<file path="config.mk">
export PLATFORM = sky130hd
export DESIGN_NAME = mash_rest_sequencer
export DESIGN_NICKNAME = d
export VERILOG_FILES = /design/src/rtl/mrs_pkg.sv /design/src/rtl/mash_rest_sequencer.sv /design/src/rtl/mrs_cfg_regs.sv /design/src/rtl/mrs_seq_core.sv
export SDC_FILE = /design/constraint.sdc
export NUM_CORES = 1
export LEC_CHECK = 0
export BUFFER_PORTS_ARGS = -buffer_cell sky130_fd_sc_hd__buf_2
export CAP_MARGIN = 40
export CORE_MARGIN = 2
export CORE_UTILIZATION = 30
export DETAILED_ROUTE_END_ITERATION = 8
export PLACE_DENSITY = 0.45
export SYNTH_ARGS = -nofsm -noshare
export SYNTH_HDL_FRONTEND = slang
export SYNTH_SLANG_ARGS = --single-unit
</file>
<file path="constraint.sdc">
create_clock -name i_clk -period 28 [get_ports i_clk]
set_input_delay 1.4 -clock i_clk [delete_from_list [all_inputs] [get_ports i_clk]]
set_output_delay 1.4 -clock i_clk [all_outputs]
set_load 0.02 [all_outputs]
</file>
<file path="src/rtl/mrs_pkg.sv">
// mrs_pkg: shared types, codes, limits and helpers of the mash rest sequencer
// used by every module under rtl; depends on nothing else
package mrs_pkg;

    // target and rest limits
    localparam int MIN_TARGET         = -880;
    localparam int MAX_TARGET         = 2000;
    localparam int MAX_REST_MINUTES   = 255;
    localparam int SECONDS_PER_MINUTE = 60;

    // field widths
    localparam int TEMP_W      = 12;
    localparam int MIN_W       = 8;
    localparam int LEFT_W      = 14;
    localparam int TIME_W      = 32;
    localparam int PHASE_W     = 3;
    localparam int REQ_STATE_W = 4;
    localparam int CFG_IDX_W   = 3;
    localparam int CFG_DATA_W  = 12;
    localparam int DIFF_W      = TIME_W + 3;

    // seconds-left ceiling and effective minute ceiling
    localparam int LEFT_MAX_I  = (1 << LEFT_W) - 1;
    localparam int LEFT_CAP_I  = (SECONDS_PER_MINUTE * MAX_REST_MINUTES > LEFT_MAX_I) ?
                                 LEFT_MAX_I : SECONDS_PER_MINUTE * MAX_REST_MINUTES;
    localparam int MIN_LIMIT_I = (MAX_REST_MINUTES > (1 << MIN_W) - 1) ?
                                 (1 << MIN_W) - 1 : MAX_REST_MINUTES;

    typedef logic signed [TEMP_W-1:0] t_temp;
    typedef logic [MIN_W-1:0]         t_minutes;
    typedef logic [LEFT_W-1:0]        t_left;
    typedef logic [TIME_W-1:0]        t_time;
    typedef logic [PHASE_W-1:0]       t_phase;

    localparam t_left    LEFT_CAP       = t_left'(LEFT_CAP_I);
    localparam t_minutes REST_MIN_LIMIT = t_minutes'(MIN_LIMIT_I);
    localparam t_left    SEC_PER_MIN    = t_left'(SECONDS_PER_MINUTE);
    localparam t_temp    TEMP_MIN       = t_temp'(MIN_TARGET);
    localparam t_temp    TEMP_MAX       = t_temp'(MAX_TARGET);

    // process phases
    localparam t_phase PH_IDLE   = 3'd0;
    localparam t_phase PH_HEAT_1 = 3'd1;
    localparam t_phase PH_HOLD_1 = 3'd2;
    localparam t_phase PH_HEAT_2 = 3'd3;
    localparam t_phase PH_HOLD_2 = 3'd4;
    localparam t_phase PH_HEAT_3 = 3'd5;
    localparam t_phase PH_HOLD_3 = 3'd6;
    localparam t_phase PH_DONE   = 3'd7;

    // register reset values
    localparam t_temp    RST_REST_TEMP_1 = 12'sd800;
    localparam t_temp    RST_REST_TEMP_2 = 12'sd1008;
    localparam t_temp    RST_REST_TEMP_3 = 12'sd1152;
    localparam t_minutes RST_REST_MIN_1  = 8'd20;
    localparam t_minutes RST_REST_MIN_2  = 8'd40;
    localparam t_minutes RST_REST_MIN_3  = 8'd20;
    localparam t_temp    RST_IDLE_TARGET = 12'sd320;

    typedef enum logic [1:0] {
        OP_TICK        = 2'd0,
        OP_SET_STATE   = 2'd1,
        OP_SET_CONTROL = 2'd2,
        OP_SET_TARGET  = 2'd3
    } t_opcode;

    typedef enum logic [CFG_IDX_W-1:0] {
        CFG_REST_TEMP_1  = 3'd0,
        CFG_REST_TEMP_2  = 3'd1,
        CFG_REST_TEMP_3  = 3'd2,
        CFG_REST_MIN_1   = 3'd3,
        CFG_REST_MIN_2   = 3'd4,
        CFG_REST_MIN_3   = 3'd5,
        CFG_IDLE_TARGET  = 3'd6
    } t_cfg_index;

    // register values as the sequencer sees them, already limited
    typedef struct packed {
        t_temp    rest_temp_1;
        t_temp    rest_temp_2;
        t_temp    rest_temp_3;
        t_minutes rest_min_1;
        t_minutes rest_min_2;
        t_minutes rest_min_3;
        t_temp    idle_target;
    } t_cfg;

    typedef struct packed {
        t_opcode                 opcode;
        t_temp                   temperature;
        t_time                   now_seconds;
        logic [REQ_STATE_W-1:0]  new_state;
        logic                    enable_value;
        t_temp                   new_target;
    } t_item;

    typedef struct packed {
        t_phase process_state;
        t_temp  target_temp;
        logic   control_on;
        t_left  rest_left_seconds;
        logic   command_rejected;
    } t_result;

    function automatic t_temp clamp_temp(input t_temp t);
        t_temp r;
        r = t;
        if (t > TEMP_MAX) r = TEMP_MAX;
        if (t < TEMP_MIN) r = TEMP_MIN;
        return r;
    endfunction

    function automatic t_minutes clamp_minutes(input t_minutes m);
        return (m > REST_MIN_LIMIT) ? REST_MIN_LIMIT : m;
    endfunction

endpackage

</file>
<file path="src/rtl/mash_rest_sequencer.sv">
// mash_rest_sequencer: three-rest mash temperature sequencer, top level
// depends on mrs_pkg, mrs_cfg_regs and mrs_seq_core
//
//  channel  | dir | handshake                     | payload
//  ---------+-----+-------------------------------+------------------------------------
//  s_axis   | in  | s_axis_tvalid / s_axis_tready | tuser opcode, tdata item fields
//  m_axis   | out | m_axis_tvalid / m_axis_tready | tuser rejected, tdata result fields
//  cfg      | in  | i_cfg_wr_en                   | i_cfg_index, i_cfg_data
//
// one item per cycle sustained while the output is not stalled; an item waits in the input register
// until the output register is free, and its result is then registered there
// the state update is combinational: compares, a 35-bit add and subtract, a multiply and selects
// reset is synchronous, active low, and brings the valid flags, config and state registers to their defaults
// a stalled output holds its result; the input register still takes one item
module mash_rest_sequencer
    import mrs_pkg::*;
(
    input  logic                  i_clk,
    input  logic                  i_rst_n,
    // config write port
    input  logic                  i_cfg_wr_en,
    input  logic [CFG_IDX_W-1:0]  i_cfg_index,
    input  logic [CFG_DATA_W-1:0] i_cfg_data,
    // item input
    input  logic                  s_axis_tvalid,
    output logic                  s_axis_tready,
    // [11:0] temperature, [43:12] now_seconds, [47:44] new_state,
    // [48] enable_value, [60:49] new_target, [63:61] zero
    input  logic [63:0]           s_axis_tdata,
    // [1:0] opcode
    input  logic [1:0]            s_axis_tuser,
    // result output
    output logic                  m_axis_tvalid,
    input  logic                  m_axis_tready,
    // [2:0] process_state, [14:3] target_temp, [15] control_on,
    // [29:16] rest_left_seconds, [31:30] zero
    output logic [31:0]           m_axis_tdata,
    // [0] command_rejected
    output logic                  m_axis_tuser
);

    t_cfg    cfg;
    t_item   r_item;
    logic    r_in_valid;
    t_result core_result;
    t_result r_out;
    logic    r_out_valid;
    logic    out_free, step, accept;

    mrs_cfg_regs u_cfg (
        .i_clk       (i_clk),
        .i_rst_n     (i_rst_n),
        .i_cfg_wr_en (i_cfg_wr_en),
        .i_cfg_index (i_cfg_index),
        .i_cfg_data  (i_cfg_data),
        .o_cfg       (cfg)
    );

    // pipeline flow control
    assign out_free      = !r_out_valid || m_axis_tready;
    assign step          = r_in_valid && out_free;
    assign s_axis_tready = !r_in_valid || out_free;
    assign accept        = s_axis_tvalid && s_axis_tready;

    // input register valid
    always_ff @(posedge i_clk) begin
        if (!i_rst_n) begin
            r_in_valid <= 1'b0;
        end else if (s_axis_tready) begin
            r_in_valid <= s_axis_tvalid;
        end
    end

    // input register payload
    always_ff @(posedge i_clk) begin
        if (accept) begin
            r_item.opcode       <= t_opcode'(s_axis_tuser);
            r_item.temperature  <= t_temp'(s_axis_tdata[11:0]);
            r_item.now_seconds  <= s_axis_tdata[43:12];
            r_item.new_state    <= s_axis_tdata[47:44];
            r_item.enable_value <= s_axis_tdata[48];
            r_item.new_target   <= t_temp'(s_axis_tdata[60:49]);
        end
    end

    mrs_seq_core u_core (
        .i_clk    (i_clk),
        .i_rst_n  (i_rst_n),
        .i_step   (step),
        .i_item   (r_item),
        .i_cfg    (cfg),
        .o_result (core_result)
    );

    // output register valid
    always_ff @(posedge i_clk) begin
        if (!i_rst_n) begin
            r_out_valid <= 1'b0;
        end else if (out_free) begin
            r_out_valid <= r_in_valid;
        end
    end

    // output register payload
    always_ff @(posedge i_clk) begin
        if (step) begin
            r_out <= core_result;
        end
    end

    assign m_axis_tvalid = r_out_valid;
    assign m_axis_tdata  = {2'b00, r_out.rest_left_seconds, r_out.control_on,
                            r_out.target_temp, r_out.process_state};
    assign m_axis_tuser  = r_out.command_rejected;

endmodule

</file>
<file path="src/rtl/mrs_cfg_regs.sv">
// mrs_cfg_regs: rest profile and idle target registers with their write port
// depends on mrs_pkg; presents the values already limited to the legal range
module mrs_cfg_regs
    import mrs_pkg::*;
(
    input  logic                  i_clk,
    input  logic                  i_rst_n,
    input  logic                  i_cfg_wr_en,
    input  logic [CFG_IDX_W-1:0]  i_cfg_index,
    input  logic [CFG_DATA_W-1:0] i_cfg_data,
    output t_cfg                  o_cfg
);

    t_temp    r_rest_temp_1, r_rest_temp_2, r_rest_temp_3, r_idle_target;
    t_minutes r_rest_min_1, r_rest_min_2, r_rest_min_3;

    // register writes, unused index ignored
    always_ff @(posedge i_clk) begin
        if (!i_rst_n) begin
            r_rest_temp_1 <= RST_REST_TEMP_1;
            r_rest_temp_2 <= RST_REST_TEMP_2;
            r_rest_temp_3 <= RST_REST_TEMP_3;
            r_rest_min_1  <= RST_REST_MIN_1;
            r_rest_min_2  <= RST_REST_MIN_2;
            r_rest_min_3  <= RST_REST_MIN_3;
            r_idle_target <= RST_IDLE_TARGET;
        end else if (i_cfg_wr_en) begin
            case (t_cfg_index'(i_cfg_index))
                CFG_REST_TEMP_1: r_rest_temp_1 <= t_temp'(i_cfg_data);
                CFG_REST_TEMP_2: r_rest_temp_2 <= t_temp'(i_cfg_data);
                CFG_REST_TEMP_3: r_rest_temp_3 <= t_temp'(i_cfg_data);
                CFG_REST_MIN_1:  r_rest_min_1  <= i_cfg_data[MIN_W-1:0];
                CFG_REST_MIN_2:  r_rest_min_2  <= i_cfg_data[MIN_W-1:0];
                CFG_REST_MIN_3:  r_rest_min_3  <= i_cfg_data[MIN_W-1:0];
                CFG_IDLE_TARGET: r_idle_target <= t_temp'(i_cfg_data);
                default: begin
                end
            endcase
        end
    end

    // limited view
    assign o_cfg.rest_temp_1 = clamp_temp(r_rest_temp_1);
    assign o_cfg.rest_temp_2 = clamp_temp(r_rest_temp_2);
    assign o_cfg.rest_temp_3 = clamp_temp(r_rest_temp_3);
    assign o_cfg.rest_min_1  = clamp_minutes(r_rest_min_1);
    assign o_cfg.rest_min_2  = clamp_minutes(r_rest_min_2);
    assign o_cfg.rest_min_3  = clamp_minutes(r_rest_min_3);
    assign o_cfg.idle_target = clamp_temp(r_idle_target);

endmodule

</file>
<file path="src/rtl/mrs_seq_core.sv">
// mrs_seq_core: process state registers and the per-item update logic
// depends on mrs_pkg; the caller strobes i_step once per item that moves on
module mrs_seq_core
    import mrs_pkg::*;
(
    input  logic    i_clk,
    input  logic    i_rst_n,
    input  logic    i_step,
    input  t_item   i_item,
    input  t_cfg    i_cfg,
    output t_result o_result
);

    t_phase r_phase, n_phase;
    t_temp  r_target, n_target;
    logic   r_control, n_control;
    t_time  r_rest_start, n_rest_start;
    t_left  r_rest_left, n_rest_left;
    logic   r_pending, n_pending;
    logic   rejected;

    // rest selected by the current phase
    t_temp               rest_cur, rest_nxt;
    t_minutes            rest_min;
    logic                in_rest, has_next;
    t_left               rest_secs;
    logic signed [DIFF_W-1:0] diff;

    always_comb begin
        in_rest  = 1'b1;
        has_next = 1'b1;
        rest_cur = i_cfg.rest_temp_1;
        rest_nxt = i_cfg.rest_temp_2;
        rest_min = i_cfg.rest_min_1;
        case (r_phase)
            PH_HEAT_1, PH_HOLD_1: begin
                rest_cur = i_cfg.rest_temp_1;
                rest_nxt = i_cfg.rest_temp_2;
                rest_min = i_cfg.rest_min_1;
            end
            PH_HEAT_2, PH_HOLD_2: begin
                rest_cur = i_cfg.rest_temp_2;
                rest_nxt = i_cfg.rest_temp_3;
                rest_min = i_cfg.rest_min_2;
            end
            PH_HEAT_3, PH_HOLD_3: begin
                rest_cur = i_cfg.rest_temp_3;
                rest_nxt = i_cfg.rest_temp_3;
                rest_min = i_cfg.rest_min_3;
                has_next = 1'b0;
            end
            default: begin
                in_rest  = 1'b0;
                has_next = 1'b0;
            end
        endcase
    end

    // hold length in seconds and time still to go
    assign rest_secs = t_left'({{(LEFT_W-MIN_W){1'b0}}, rest_min} * SEC_PER_MIN);
    assign diff = $signed({3'b000, r_rest_start})
                + $signed({{(DIFF_W-LEFT_W){1'b0}}, rest_secs})
                - $signed({3'b000, i_item.now_seconds});

    // next state for one item
    always_comb begin
        n_phase      = r_phase;
        n_target     = r_target;
        n_control    = r_control;
        n_rest_start = r_rest_start;
        n_rest_left  = r_rest_left;
        n_pending    = r_pending;
        rejected     = 1'b0;
        case (i_item.opcode)
            OP_TICK: begin
                if (in_rest) begin
                    n_target  = rest_cur;
                    n_pending = 1'b0;
                    if (r_phase[0]) begin
                        // heating: wait for the rest temperature
                        n_rest_left = '0;
                        if (i_item.temperature >= rest_cur) begin
                            n_rest_start = i_item.now_seconds;
                            if (has_next && rest_min == '0) n_target = rest_nxt;
                            n_rest_left = (rest_secs > LEFT_CAP) ? LEFT_CAP : rest_secs;
                            n_phase     = r_phase + 3'd1;
                        end
                    end else begin
                        // holding: count the rest down
                        if (diff[DIFF_W-1] || diff == '0) begin
                            if (has_next) n_target = rest_nxt;
                            n_rest_left = '0;
                            n_phase     = r_phase + 3'd1;
                        end else if (diff > $signed({{(DIFF_W-LEFT_W){1'b0}}, LEFT_CAP})) begin
                            n_rest_left = LEFT_CAP;
                        end else begin
                            n_rest_left = diff[LEFT_W-1:0];
                        end
                    end
                end
                // tick after done resets the process
                if (n_pending) begin
                    n_phase   = PH_IDLE;
                    n_control = 1'b0;
                    n_target  = i_cfg.idle_target;
                    n_pending = 1'b0;
                end
                if (n_phase == PH_DONE) n_pending = 1'b1;
            end
            OP_SET_STATE: begin
                if (i_item.new_state[REQ_STATE_W-1]) begin
                    rejected = 1'b1;
                end else begin
                    n_phase = i_item.new_state[PHASE_W-1:0];
                    if (n_phase == PH_IDLE) begin
                        n_control = 1'b0;
                        n_target  = i_cfg.idle_target;
                    end else begin
                        n_control = 1'b1;
                        if (!n_phase[0]) n_rest_start = i_item.now_seconds;
                    end
                end
            end
            OP_SET_CONTROL: begin
                if (r_phase != PH_IDLE) rejected = 1'b1;
                else n_control = i_item.enable_value;
            end
            OP_SET_TARGET: begin
                if (r_phase != PH_IDLE) rejected = 1'b1;
                else n_target = clamp_temp(i_item.new_target);
            end
            default: begin
            end
        endcase
    end

    // state registers
    always_ff @(posedge i_clk) begin
        if (!i_rst_n) begin
            r_phase      <= PH_IDLE;
            r_target     <= clamp_temp(RST_IDLE_TARGET);
            r_control    <= 1'b0;
            r_rest_start <= '0;
            r_rest_left  <= '0;
            r_pending    <= 1'b0;
        end else if (i_step) begin
            r_phase      <= n_phase;
            r_target     <= n_target;
            r_control    <= n_control;
            r_rest_start <= n_rest_start;
            r_rest_left  <= n_rest_left;
            r_pending    <= n_pending;
        end
    end

    // result is the state after the update
    assign o_result.process_state     = n_phase;
    assign o_result.target_temp       = n_target;
    assign o_result.control_on        = n_control;
    assign o_result.rest_left_seconds = n_rest_left;
    assign o_result.command_rejected  = rejected;

endmodule

</file>
Word level (Yosys, flattened, before mapping)
Index checks and enable logic that the tools add are counted.

storage, ports and cells
  output and inout bits = 35
  input port bits = 86
  bits in registers = 231
  word-level logic and storage cells = 160

cells by class
  magnitude comparators = 16
  reductions and logical operators = 30
  add/sub/neg operators = 3
  $mul = 1
  multiplexer cells = 62
  equality and inequality tests = 22

operators with widths
  kind                                                                               count
  12-bit 2-to-1 mux                                                                  21
  32-bit 2-to-1 mux                                                                  6
  14-bit 2-to-1 mux                                                                  7
  32-bit one-hot mux with 2 select lines                                             1
  12-bit greater-than comparator, second input constant                              5
  12-bit by 11-bit less-than comparator with 1-bit output, second input constant     5
  12-bit one-hot mux with 3 select lines                                             1
  35-bit by 15-bit greater-than comparator with 1-bit output, second input constant  1
  35-bit zero test                                                                   1
  35-bit by 33-bit subtractor with 35-bit output                                     1
  32-bit by 14-bit adder with 33-bit output                                          1
  8-bit greater-than comparator, second input constant                               3
  8-bit 2-to-1 mux                                                                   3
  12-bit one-hot mux with 2 select lines                                             1
  3-bit equality test, second input constant                                         7
  3-bit 2-to-1 mux                                                                   7
  8-bit one-hot mux with 2 select lines                                              1
  2-bit AND reduction                                                                8
  14-bit greater-than comparator, second input constant                              1
  3-bit by 2-bit equality test with 1-bit output, second input constant              4
  12-bit greater-or-equal comparator                                                 1
  8-bit by 4-bit multiplier with 12-bit output, second input constant                1
  1-bit 2-to-1 mux                                                                   11
  8-bit zero test                                                                    1
  other kinds (20)                                                                   35

Longest topological paths before layout
Gate-level depths: netlist (run 1).

  depth after elaboration = 15
  mapped depth = 42
  gate-level depth less buffers = 37

Hierarchy
Synthesis (run 1) repeated with hierarchy kept, for this count alone.

unflattened totals
  cells, all modules = 1,541
  area total of the unflattened synthesis = 14,212.4 µm²

modules (own cells, without submodules)
  module               times used  area each (µm²)  seq. area each (µm²)  cells each
  mrs_seq_core         1           7,941.4          1,261.2               1,031
  mrs_cfg_regs         1           3,325.7          1,441.4               404
  mash_rest_sequencer  1           2,945.3          2,862.7               106

Worst setup path after synthesis (run 1)
No wires, ideal clock.

  path kind = flip-flop to flip-flop
  start point = reg u_core.r_phase[0]
  end point = reg r_out, in the netlist m_axis_tdata[25], data pin
  cell stages (with the launch flop) = 41
  data arrival time = 9.195 ns
  buffers on the path = 4
  slack = 18.537 ns
  clock period less this slack = 9.463 ns
  library setup time = 0.269 ns
  required time = 27.731 ns
  cell sequence = dfxtp_1 > inv_1 > clkbuf_1 > ha_1 > mux2i_1 > clkbuf_1 > buf_1 > nor2b_1 > a221oi_1 > inv_1 > fa_1 > ha_1 > xor2_1 > ha_1 > a21o_1 > a21oi_1 > o21bai_1 > a21oi_1 > (+5 left out) > o21ai_0 > a21boi_0 > nand2b_1 > nor2_1 > xor2_1 > ha_1 > buf_2 > a21oi_1 > o21ai_1 > a211oi_2 > o311a_1 > a21oi_1 > or3_1 > a2111o_1 > o31ai_1 > a21oi_1 > a21oi_1 > o21ai_0

RTL lines
  what                      line                        text
  start: declaration        mrs_seq_core.sv:14          t_phase r_phase, n_phase;
  start signal: assignment  mrs_seq_core.sv:147         r_phase <= n_phase;
  end signal: assignment    mash_rest_sequencer.sv:107  r_out <= core_result;
  end: declaration          mash_rest_sequencer.sv:46   t_result r_out;

==> results.yml, run 1 <==
timing:
  fmax_mhz: 80.3
  post-route-min-period_ps: 12450
  holdWs_ps: 448
  hold_violations: 0
  setup_viol_count_final: 0
  drv_slew: 0
  tns_ps: 0
  fin_skew_ps: 21.2
  slew_headroom_pct: 36.3
  rsz0062_at_grt: "false"
  fin_crit_sh_pct: 44.5
  tightest_slew_ps: 951
synthesis:
  synth_adder_area_share_pct: 8.53
  synth_area_leaders: "edfxtp_1 (19%), dfxtp_1 (18%), ha_1 (7.1%), nand2_1 (6.6%), a21oi_1 (6.3%)"
  syn_area_per_cell_um2: 8.44
  synth_cells: 1765
  synth-seq-cells: 231
  synthMostInstantiatedCell: "nand2_1"
  yosysUniqueCellTypes: 88
  synth_xor_area_share_pct: 3.41
  synth.top_cell.area_share_pct: 19.0
  ys.flop_type: "dfxtp_1"
  synth_mux_area_share_pct: 3.60
  netlist_top_cells_count: "nand2_1 (262), a21oi_1 (187), dfxtp_1 (137)"
  synth_edf_count: 94
  yosysSeqAreaShare_pct: 37.4
  synthSimpleGateAreaFrac_pct: 18.8
  synth_compound_area_share_pct: 23.4
  yosysTopAreaCell: "edfxtp_1"
  synth_warnings: 0
  async_flop_share_pct: 0
  synth_top_family_by_area: "compound AO/OA/AOI/OAI gates"
  synth_area_mm2: 0.0149
route:
  vias: 13300
  drtIter0Drc: 929
  wl_per_cell_um: 18.7
  wl_mm: 47.4
  ant_nets: 0
  drc: 0
  dr.pass1.iters: 7
  vias_per_cell: 5.24
setup_path:
  worstPathRequired_ps: 28310
  start_kind: "flop"
  setup.worst_path.class: "reg2reg"
  cp_common_cell: "ha_1"
  worstPathMaxFanout: 19
  worstReg2RegStart: "u_core.r_phase[0]$_SDFFE_PN0P_"
  critical-path-slowest-cell: "o31ai_4"
  arrival_ps: 12760
  worstSetupEndpointType: "flop"
  startpoint: "u_core.r_phase[0]$_SDFFE_PN0P_"
  critPathBufInv: 2
  critPathMaxStageDelay_ps: 830
  cp_top_family: "compound AO/OA/AOI/OAI gates"
clocking:
  cts_buffers: 29
  htreeDepth: 1
  path_clk_slew_ps: 60
  postCtsSetupRepairBufs: 0
  cts_resized: 0
  root_buffer: "clkbuf_16"
  clockBufferDepth: 3
  postCtsHoldBufs: 0
  clk_latency_ps: 580
  clock-sinks: 231
  cts_tree: "yes"
placement:
  dp_hpwl_mm: 35.5
  portBuffers: 115
  place_area_mm2: 0.0161
  dpl.cell_count: 2477
  gp_congestion: 0.875
die:
  initial_core_util_pct: 30.4
  boundaryPins: 121
  dieArea_mm2: 0.0514
  die_h_um: 227
  dieWidth_um: 227
  fp.coreArea_mm2: 0.0490
  num_rows: 81
finish:
  area_growth_pct: 14.8
  nets: 2026
  stdcell_count: 2532
  diodes: 0
  regArea_mm2: 0.00557
  multi_input_area_mm2: 0.00862
  stdcell_area_mm2: 0.0171
  filler_cell_count: 5116
  drive_gt1_share_pct: 11.5
run_status:
  status: "finished clean"
grt:
  grt_pass1_wl_mm: 73.6
  antenna_found_initial: 0
  grt_util_all_layers_pct: 18.2
  grt_max_degree: 66
  first_global_vias: 12700
  grt_overflow: 0
power:
  p_seq_share_pct: 35.7
  power_density_mw_per_mm2: 61.6
  p_leak_nw: 6.75
  report.power.total_w: 0.00105
  power_frac_comb_pct: 28.0
  switching_share_pct: 33.6
  internal_power_w: 0.000700
  clkPwrFrac_pct: 36.3
  switching_power_w: 0.000354
  ir_drop_mv: 0.0487
worst_hold_path:
  hold_path_class: "reg2reg"
  hp-start: "u_cfg.r_rest_min_2[2]$_SDFFE_PN0P_"
job:
  maxCapViolations: 0
## per-layer routing
layer	global-route usage, %	up-vias	part of all wire, %
li1	-	6556	-
met1	27.6	6298	51
met2	27.3	365	42
met3	2.59	42	5.3
met4	3.23	0	1.5
met5	0	-	0
## tightest hold or removal path: stages (launching register included)
cell     delay, ps
dfxtp_1        300
nand2_1         50
a21oi_1         50
## power groups by stage
stage	Clock [W]	Sequential, W	Combinational (W)
6_report	0.000382	0.000377	0.000295
5_1_grt	0.000408	0.000378	0.000333
4_1_cts	0.000396	0.000376	0.000295
3_5_place_dp	0	0.000383	0.000294
3_3_place_gp	0	0.000383	0.000290
2_1_floorplan	0	0.000381	0.000214
## metrics by stage
| step | setup WS [ps] | util, % |
|---|---|---|
| after global routing | 14520 | 34.9 |
| after floorplan | 18540 | - |
| after CTS | 15520 | 34.9 |
| final | 15550 | 34.9 |
| after detailed placement | 15560 | 33.0 |
| after global placement | 15650 | 32.8 |
## worst paths after layout
check	endpoint	slack [ps]	depth (start not counted)
max	m_axis_tdata[6]$_DFFE_PP_	15550	35
min	u_cfg.r_rest_min_2[2]$_SDFFE_PN0P_	450	2
max reg2reg	m_axis_tdata[6]$_DFFE_PP_	15550	35
min reg2reg	u_cfg.r_rest_min_2[2]$_SDFFE_PN0P_	450	2
## final cells by class
class	instances	area share, %
Clock buffer	37	4.42
Clock inverter	17	1.16
Inverter	94	2.06
Multi-Input combinational cell	1354	50.4
Sequential cell	231	32.5
Tap cell	664	4.86
Timing Repair Buffer	135	4.54
## logic make-up after synthesis
| kind of cell | Yosys count |
|---|---|
| XOR/XNOR | 58 |
| AO/OA/AOI/OAI | 534 |
| adder cells (fa/ha/maj) | 95 |
| AND/OR/NAND/NOR | 612 |
| buffers and inverters | 181 |
| flip-flops | 231 |
| multiplexers | 53 |
| other | 1 |
## sequential cells by signal, indices dropped and copies added, names as in the netlist, 3 cells and up
register             cells
r_item                  63
u_core.r_rest_start     32
m_axis_tdata            30
u_core.r_rest_left      14
u_cfg.r_idle_target     12
u_cfg.r_rest_temp_1     12
u_cfg.r_rest_temp_2     12
u_cfg.r_rest_temp_3     12
u_core.r_target         12
u_cfg.r_rest_min_1       8
u_cfg.r_rest_min_2       8
u_cfg.r_rest_min_3       8
u_core.r_phase           3
## cells in the final DEF (no fill, tap or decap), types with 56 or more instances in the layout
| cell type | n |
|---|---|
| o21ai_0 | 91 |
| ha_1 | 84 |
| inv_1 | 91 |
| nand3_1 | 56 |
| nand2_1 | 262 |
| nor2_1 | 133 |
| dfxtp_1 | 137 |
| a21oi_1 | 187 |
| edfxtp_1 | 94 |
| buf_2 | 116 |
No activity file was read; power rests on OpenSTA's default activity.
==> inputs of run 2 (changes only) <==
- PLACE_DENSITY: 0.45 -> 0.46
- clock period: 28 -> 10.5 ns (I/O delays scaled with it)
==> results.yml, run 2 (synthesis gave the netlist of run 1 again) <==
run_status:
  status: "finished clean"
worst_hold_path:
  hold_path_class: "in2reg"
power:
  ir_drop_mv: 0.0967
  p_leak_nw: 6.94
  power_density_mw_per_mm2: 161
  report.power.total_w: 0.00280
setup_path:
  worstPathRequired_ps: 10810
  arrival_ps: 10100
  critPathMaxStageDelay_ps: 580
  worstPathMaxFanout: 10
  worstSetupEndpointType: "flop"
  critical-path-slowest-cell: "a2111o_1"
  cp_common_cell: "ha_1"
  start_kind: "flop"
  setup.worst_path.class: "reg2reg"
route:
  wl_mm: 48.2
  ant_nets: 0
  drtIter0Drc: 973
  wl_per_cell_um: 18.9
  vias_per_cell: 5.20
  vias: 13300
  dr.pass1.iters: 7
  drc: 0
die:
  boundaryPins: 121
  dieWidth_um: 227
  num_rows: 81
  die_h_um: 227
  initial_core_util_pct: 30.4
  fp.coreArea_mm2: 0.0490
  dieArea_mm2: 0.0514
timing:
  drv_slew: 0
  tightest_slew_ps: 945
  hold_violations: 0
  fmax_mhz: 102
  post-route-min-period_ps: 9790
  setup_viol_count_final: 0
  fin_skew_ps: 32.3
  slew_headroom_pct: 36.7
  tns_ps: 0
  fin_crit_sh_pct: 93.2
finish:
  largest_reg_flops: 63
  filler_cell_count: 5119
  layout_commonest_cell: "nand2_1"
  drive_gt1_share_pct: 13.9
  stdcell_count: 2556
  layout_common_cells: "nand2_1 (262), a21oi_1 (183), dfxtp_1 (137)"
  area_growth_pct: 16.9
  top_register: "r_item"
  nets: 2050
  utilization_pct: 35.6
clocking:
  clk_latency_ps: 590
  cts_buffers: 28
  clock-sinks: 231
  clockBufferDepth: 3
  cts_tree: "yes"
  postCtsHoldBufs: 0
  path_clk_slew_ps: 60
  htreeDepth: 1
  root_buffer: "clkbuf_16"
grt:
  grt_max_degree: 62
  first_global_vias: 12800
  grt_util_all_layers_pct: 18.6
  grt_pass1_wl_mm: 75.0
  antenna_found_initial: 2
  grt_overflow: 0
job:
  maxCapViolations: 0
placement:
  dpl.cell_count: 2500
  gp_congestion: 0.870
  portBuffers: 115
  dp_hpwl_mm: 36.2
[run 2: cell count changes in the layout (fill, tap and decap cells not counted), sizes merged]
cell,delta
clkinvlp,-2
clkbuf,+1
bufinv,-3
buf,+25
clkinv,+2
diode,+1
[run 2: worst max-delay path: cells and delay by family (launching register included)]
kind            cells  cell delay, ps
mux                 2             600
xor+xnor            2             390
flops               1             490
simple gates       10            2170
compound gates     14            3190
buf+inv             4             680
fa+ha+maj           6            2000
[run 2: per-stage QoR]
| step | setup slack [ps] | hold slack, ps | cell area (µm²) |
|---|---|---|---|
| after floorplan | 1040 | 432 | 14900 |
| after global placement | 118 | 446 | 16200 |
| after detailed placement | 96.1 | 453 | 16300 |
| after CTS | 32.3 | 83.7 | 17300 |
| after global routing | -5.60 | 88.1 | 17400 |
| final | 709 | 114 | 17400 |
[run 2: final cells by class]
| type | instances | area (µm²) | area share (%) |
|---|---|---|---|
| sequential | 231 | 5570 | 32.0 |
| clock buffer | 38 | 801 | 4.60 |
| antenna | 1 | 2.50 | 0.0144 |
| inverter | 94 | 353 | 2.03 |
| timing repair buffer | 160 | 996 | 5.72 |
| multi-input combinational | 1354 | 8720 | 50.1 |
| clock inverter | 14 | 139 | 0.798 |
| tap | 664 | 831 | 4.77 |
[run 2: repair_timing]
item | CTS | global route
buffers inserted | 0 | 3
endpoints found under the setup margin | 0 | 59
resized for setup | 0 | 23
hold endpoints to repair | 0 | 0
[run 2: metal layers]
layer	global-route usage, %	part of all wire (%)
met1	28.5	52
met2	27.8	42
met3	2.46	5.2
met4	3.48	1.3
met5	0	0
[run 2: final timing paths]
kind / cells past startpoint / endpoint / startpoint / slack [ps]
worst min register to register: 2 / u_cfg.r_rest_min_3[5]$_SDFFE_PN0P_ / u_cfg.r_rest_min_3[5]$_SDFFE_PN0P_ / 470
worst max-delay path: 38 / m_axis_tdata[1]$_DFFE_PP_ / u_core.r_phase[1]$_SDFFE_PN0P_ / 710
worst min-delay path: 1 / r_item[53]$_DFFE_PP_ / s_axis_tdata[4] / 110
worst max register to register: 38 / m_axis_tdata[1]$_DFFE_PP_ / u_core.r_phase[1]$_SDFFE_PN0P_ / 710
[run 2: power by group]
group          internal, W  switching, W  total [W]
Sequential        0.000973     0.0000307    0.00100
Clock             0.000565      0.000418   0.000983
Combinational     0.000295      0.000515   0.000810
==> inputs of run 3 (changes only) <==
- CORE_ASPECT_RATIO: unset -> 0.5
- SLEW_MARGIN: unset -> 30
==> results.yml, run 3 (synthesis gave the netlist of run 1 again) <==
power:
  clkPwrFrac_pct: 34.8
  switching_share_pct: 33.8
  switching_power_w: 0.000935
  p_seq_share_pct: 36.2
  internal_power_w: 0.00183
  power_frac_comb_pct: 29.1
  ir_drop_mv: 0.109
  p_leak_nw: 6.85
  power_density_mw_per_mm2: 160
finish:
  largest_reg_flops: 63
  diodes: 0
  area_growth_pct: 15.8
  layout_commonest_cell: "nand2_1"
  drive_gt1_share_pct: 12.8
  filler_cell_count: 5191
  layout_common_cells: "nand2_1 (262), a21oi_1 (186), dfxtp_1 (136)"
  nets: 2047
  top_register: "r_item"
clocking:
  cts_tree: "yes"
  root_buffer: "clkbuf_16"
  cts_buffers: 26
  path_clk_slew_ps: 70
  clockBufferDepth: 3
  postCtsHoldBufs: 0
  clk_latency_ps: 580
  htreeDepth: 1
  clock-sinks: 231
die:
  num_rows: 57
  initial_core_util_pct: 30.5
  dieWidth_um: 319
  fp.coreArea_mm2: 0.0488
  dieArea_mm2: 0.0516
  boundaryPins: 121
  die_h_um: 162
placement:
  dp_hpwl_mm: 34.0
  gp_congestion: 0.841
  portBuffers: 115
grt:
  grt_overflow: 0
  first_global_vias: 12700
  grt_max_degree: 59
  grt_util_all_layers_pct: 17.3
  grt_pass1_wl_mm: 71.6
  antenna_found_initial: 0
timing:
  post-route-min-period_ps: 9870
  tns_ps: 0
  tightest_slew_ps: 888
  holdWs_ps: 120
  rsz0062_at_grt: "false"
  fin_crit_sh_pct: 94.0
  slew_headroom_pct: 40.8
  setup_viol_count_final: 0
  hold_violations: 0
  fin_skew_ps: 18.7
  drv_slew: 0
  fmax_mhz: 101
setup_path:
  arrival_ps: 10160
  cp_common_cell: "a21oi_1"
  critPathBufInv: 5
  setup.worst_path.class: "reg2reg"
  worstPathRequired_ps: 10790
  start_kind: "flop"
  critPathMaxStageDelay_ps: 520
  critical-path-slowest-cell: "a2111o_1"
  worstSetupEndpointType: "flop"
  cp_top_family: "compound AO/OA/AOI/OAI gates"
  worstPathMaxFanout: 15
route:
  wl_mm: 45.3
  drtIter0Drc: 819
  wl_per_cell_um: 17.9
  ant_nets: 0
  drc: 0
  vias_per_cell: 5.14
  vias: 13000
  dr.pass1.iters: 6
run_status:
  status: "finished clean"
job:
  maxCapViolations: 0
worst_hold_path:
  hold_path_class: "in2reg"
[run 3: final timing paths]
kind,slack (ps),end,start,cells after the start
setup / recovery,630,m_axis_tdata[11]$_DFFE_PP_,u_core.r_phase[0]$_SDFFE_PN0P_,39
hold / removal,120,r_item[60]$_DFFE_PP_,s_axis_tdata[11],1
setup reg to reg,630,m_axis_tdata[11]$_DFFE_PP_,u_core.r_phase[0]$_SDFFE_PN0P_,39
hold reg to reg,450,u_cfg.r_rest_min_2[4]$_SDFFE_PN0P_,u_cfg.r_rest_min_2[4]$_SDFFE_PN0P_,2
[run 3: power by group through the flow]
stage	registers (W)	logic, W	clock network [W]
3_3_place_gp	0.00102	0.000791	0
2_1_floorplan	0.00102	0.000572	0
4_1_cts	0.00100	0.000799	0.000990
6_report	0.00100	0.000804	0.000962
5_1_grt	0.00100	0.000895	0.00103
3_5_place_dp	0.00102	0.000794	0
[run 3: what timing repair did]
item / in CTS / in global routing
resized for setup: 0 / 11
setup endpoints to repair: 0 / 39
setup buffers: 0 / 1
[run 3: final cells by class]
class                   count  area [µm²]  area share (%)
well taps                 649         812            4.71
clock inverters            10         165           0.957
multi-input cells        1354        8650            50.2
flip-flops and latches    231        5570            32.3
inverters                  94         353            2.05
repair buffers            159         973            5.64
clock buffers              38         727            4.21
[run 3: worst reg2reg max path, delay by kind of cell (launching register included)]
kind | cells | cell delay (ps)
mux | 2 | 370
flops | 1 | 450
xor+xnor | 3 | 580
buf+inv | 5 | 950
fa+ha+maj | 6 | 2020
compound gates | 16 | 3880
simple gates | 7 | 1340
[run 3: stage by stage]
stage               util, %  power, W  area [µm²]  setup WS (ps)  std cells
detailed placement     33.4   0.00181       16300            154       2484
floorplan                 -   0.00159       14900           1040       1766
finish                 35.4   0.00277       17300            628       2535
global route           35.4   0.00293       17300           78.0       2535
CTS                    35.2   0.00279       17200            102       2532
global placement       33.2   0.00181       16200            313       2477
[run 3: metal layers]
layer  track usage (%)  wire length [µm]  vias to the layer above
met5                 0                 0                        -
met4              3.30               833                        0
met3              2.21              1620                       55
met2              29.3             20900                      230
met1              23.6             22000                     6163
li1                  -                 -                     6584
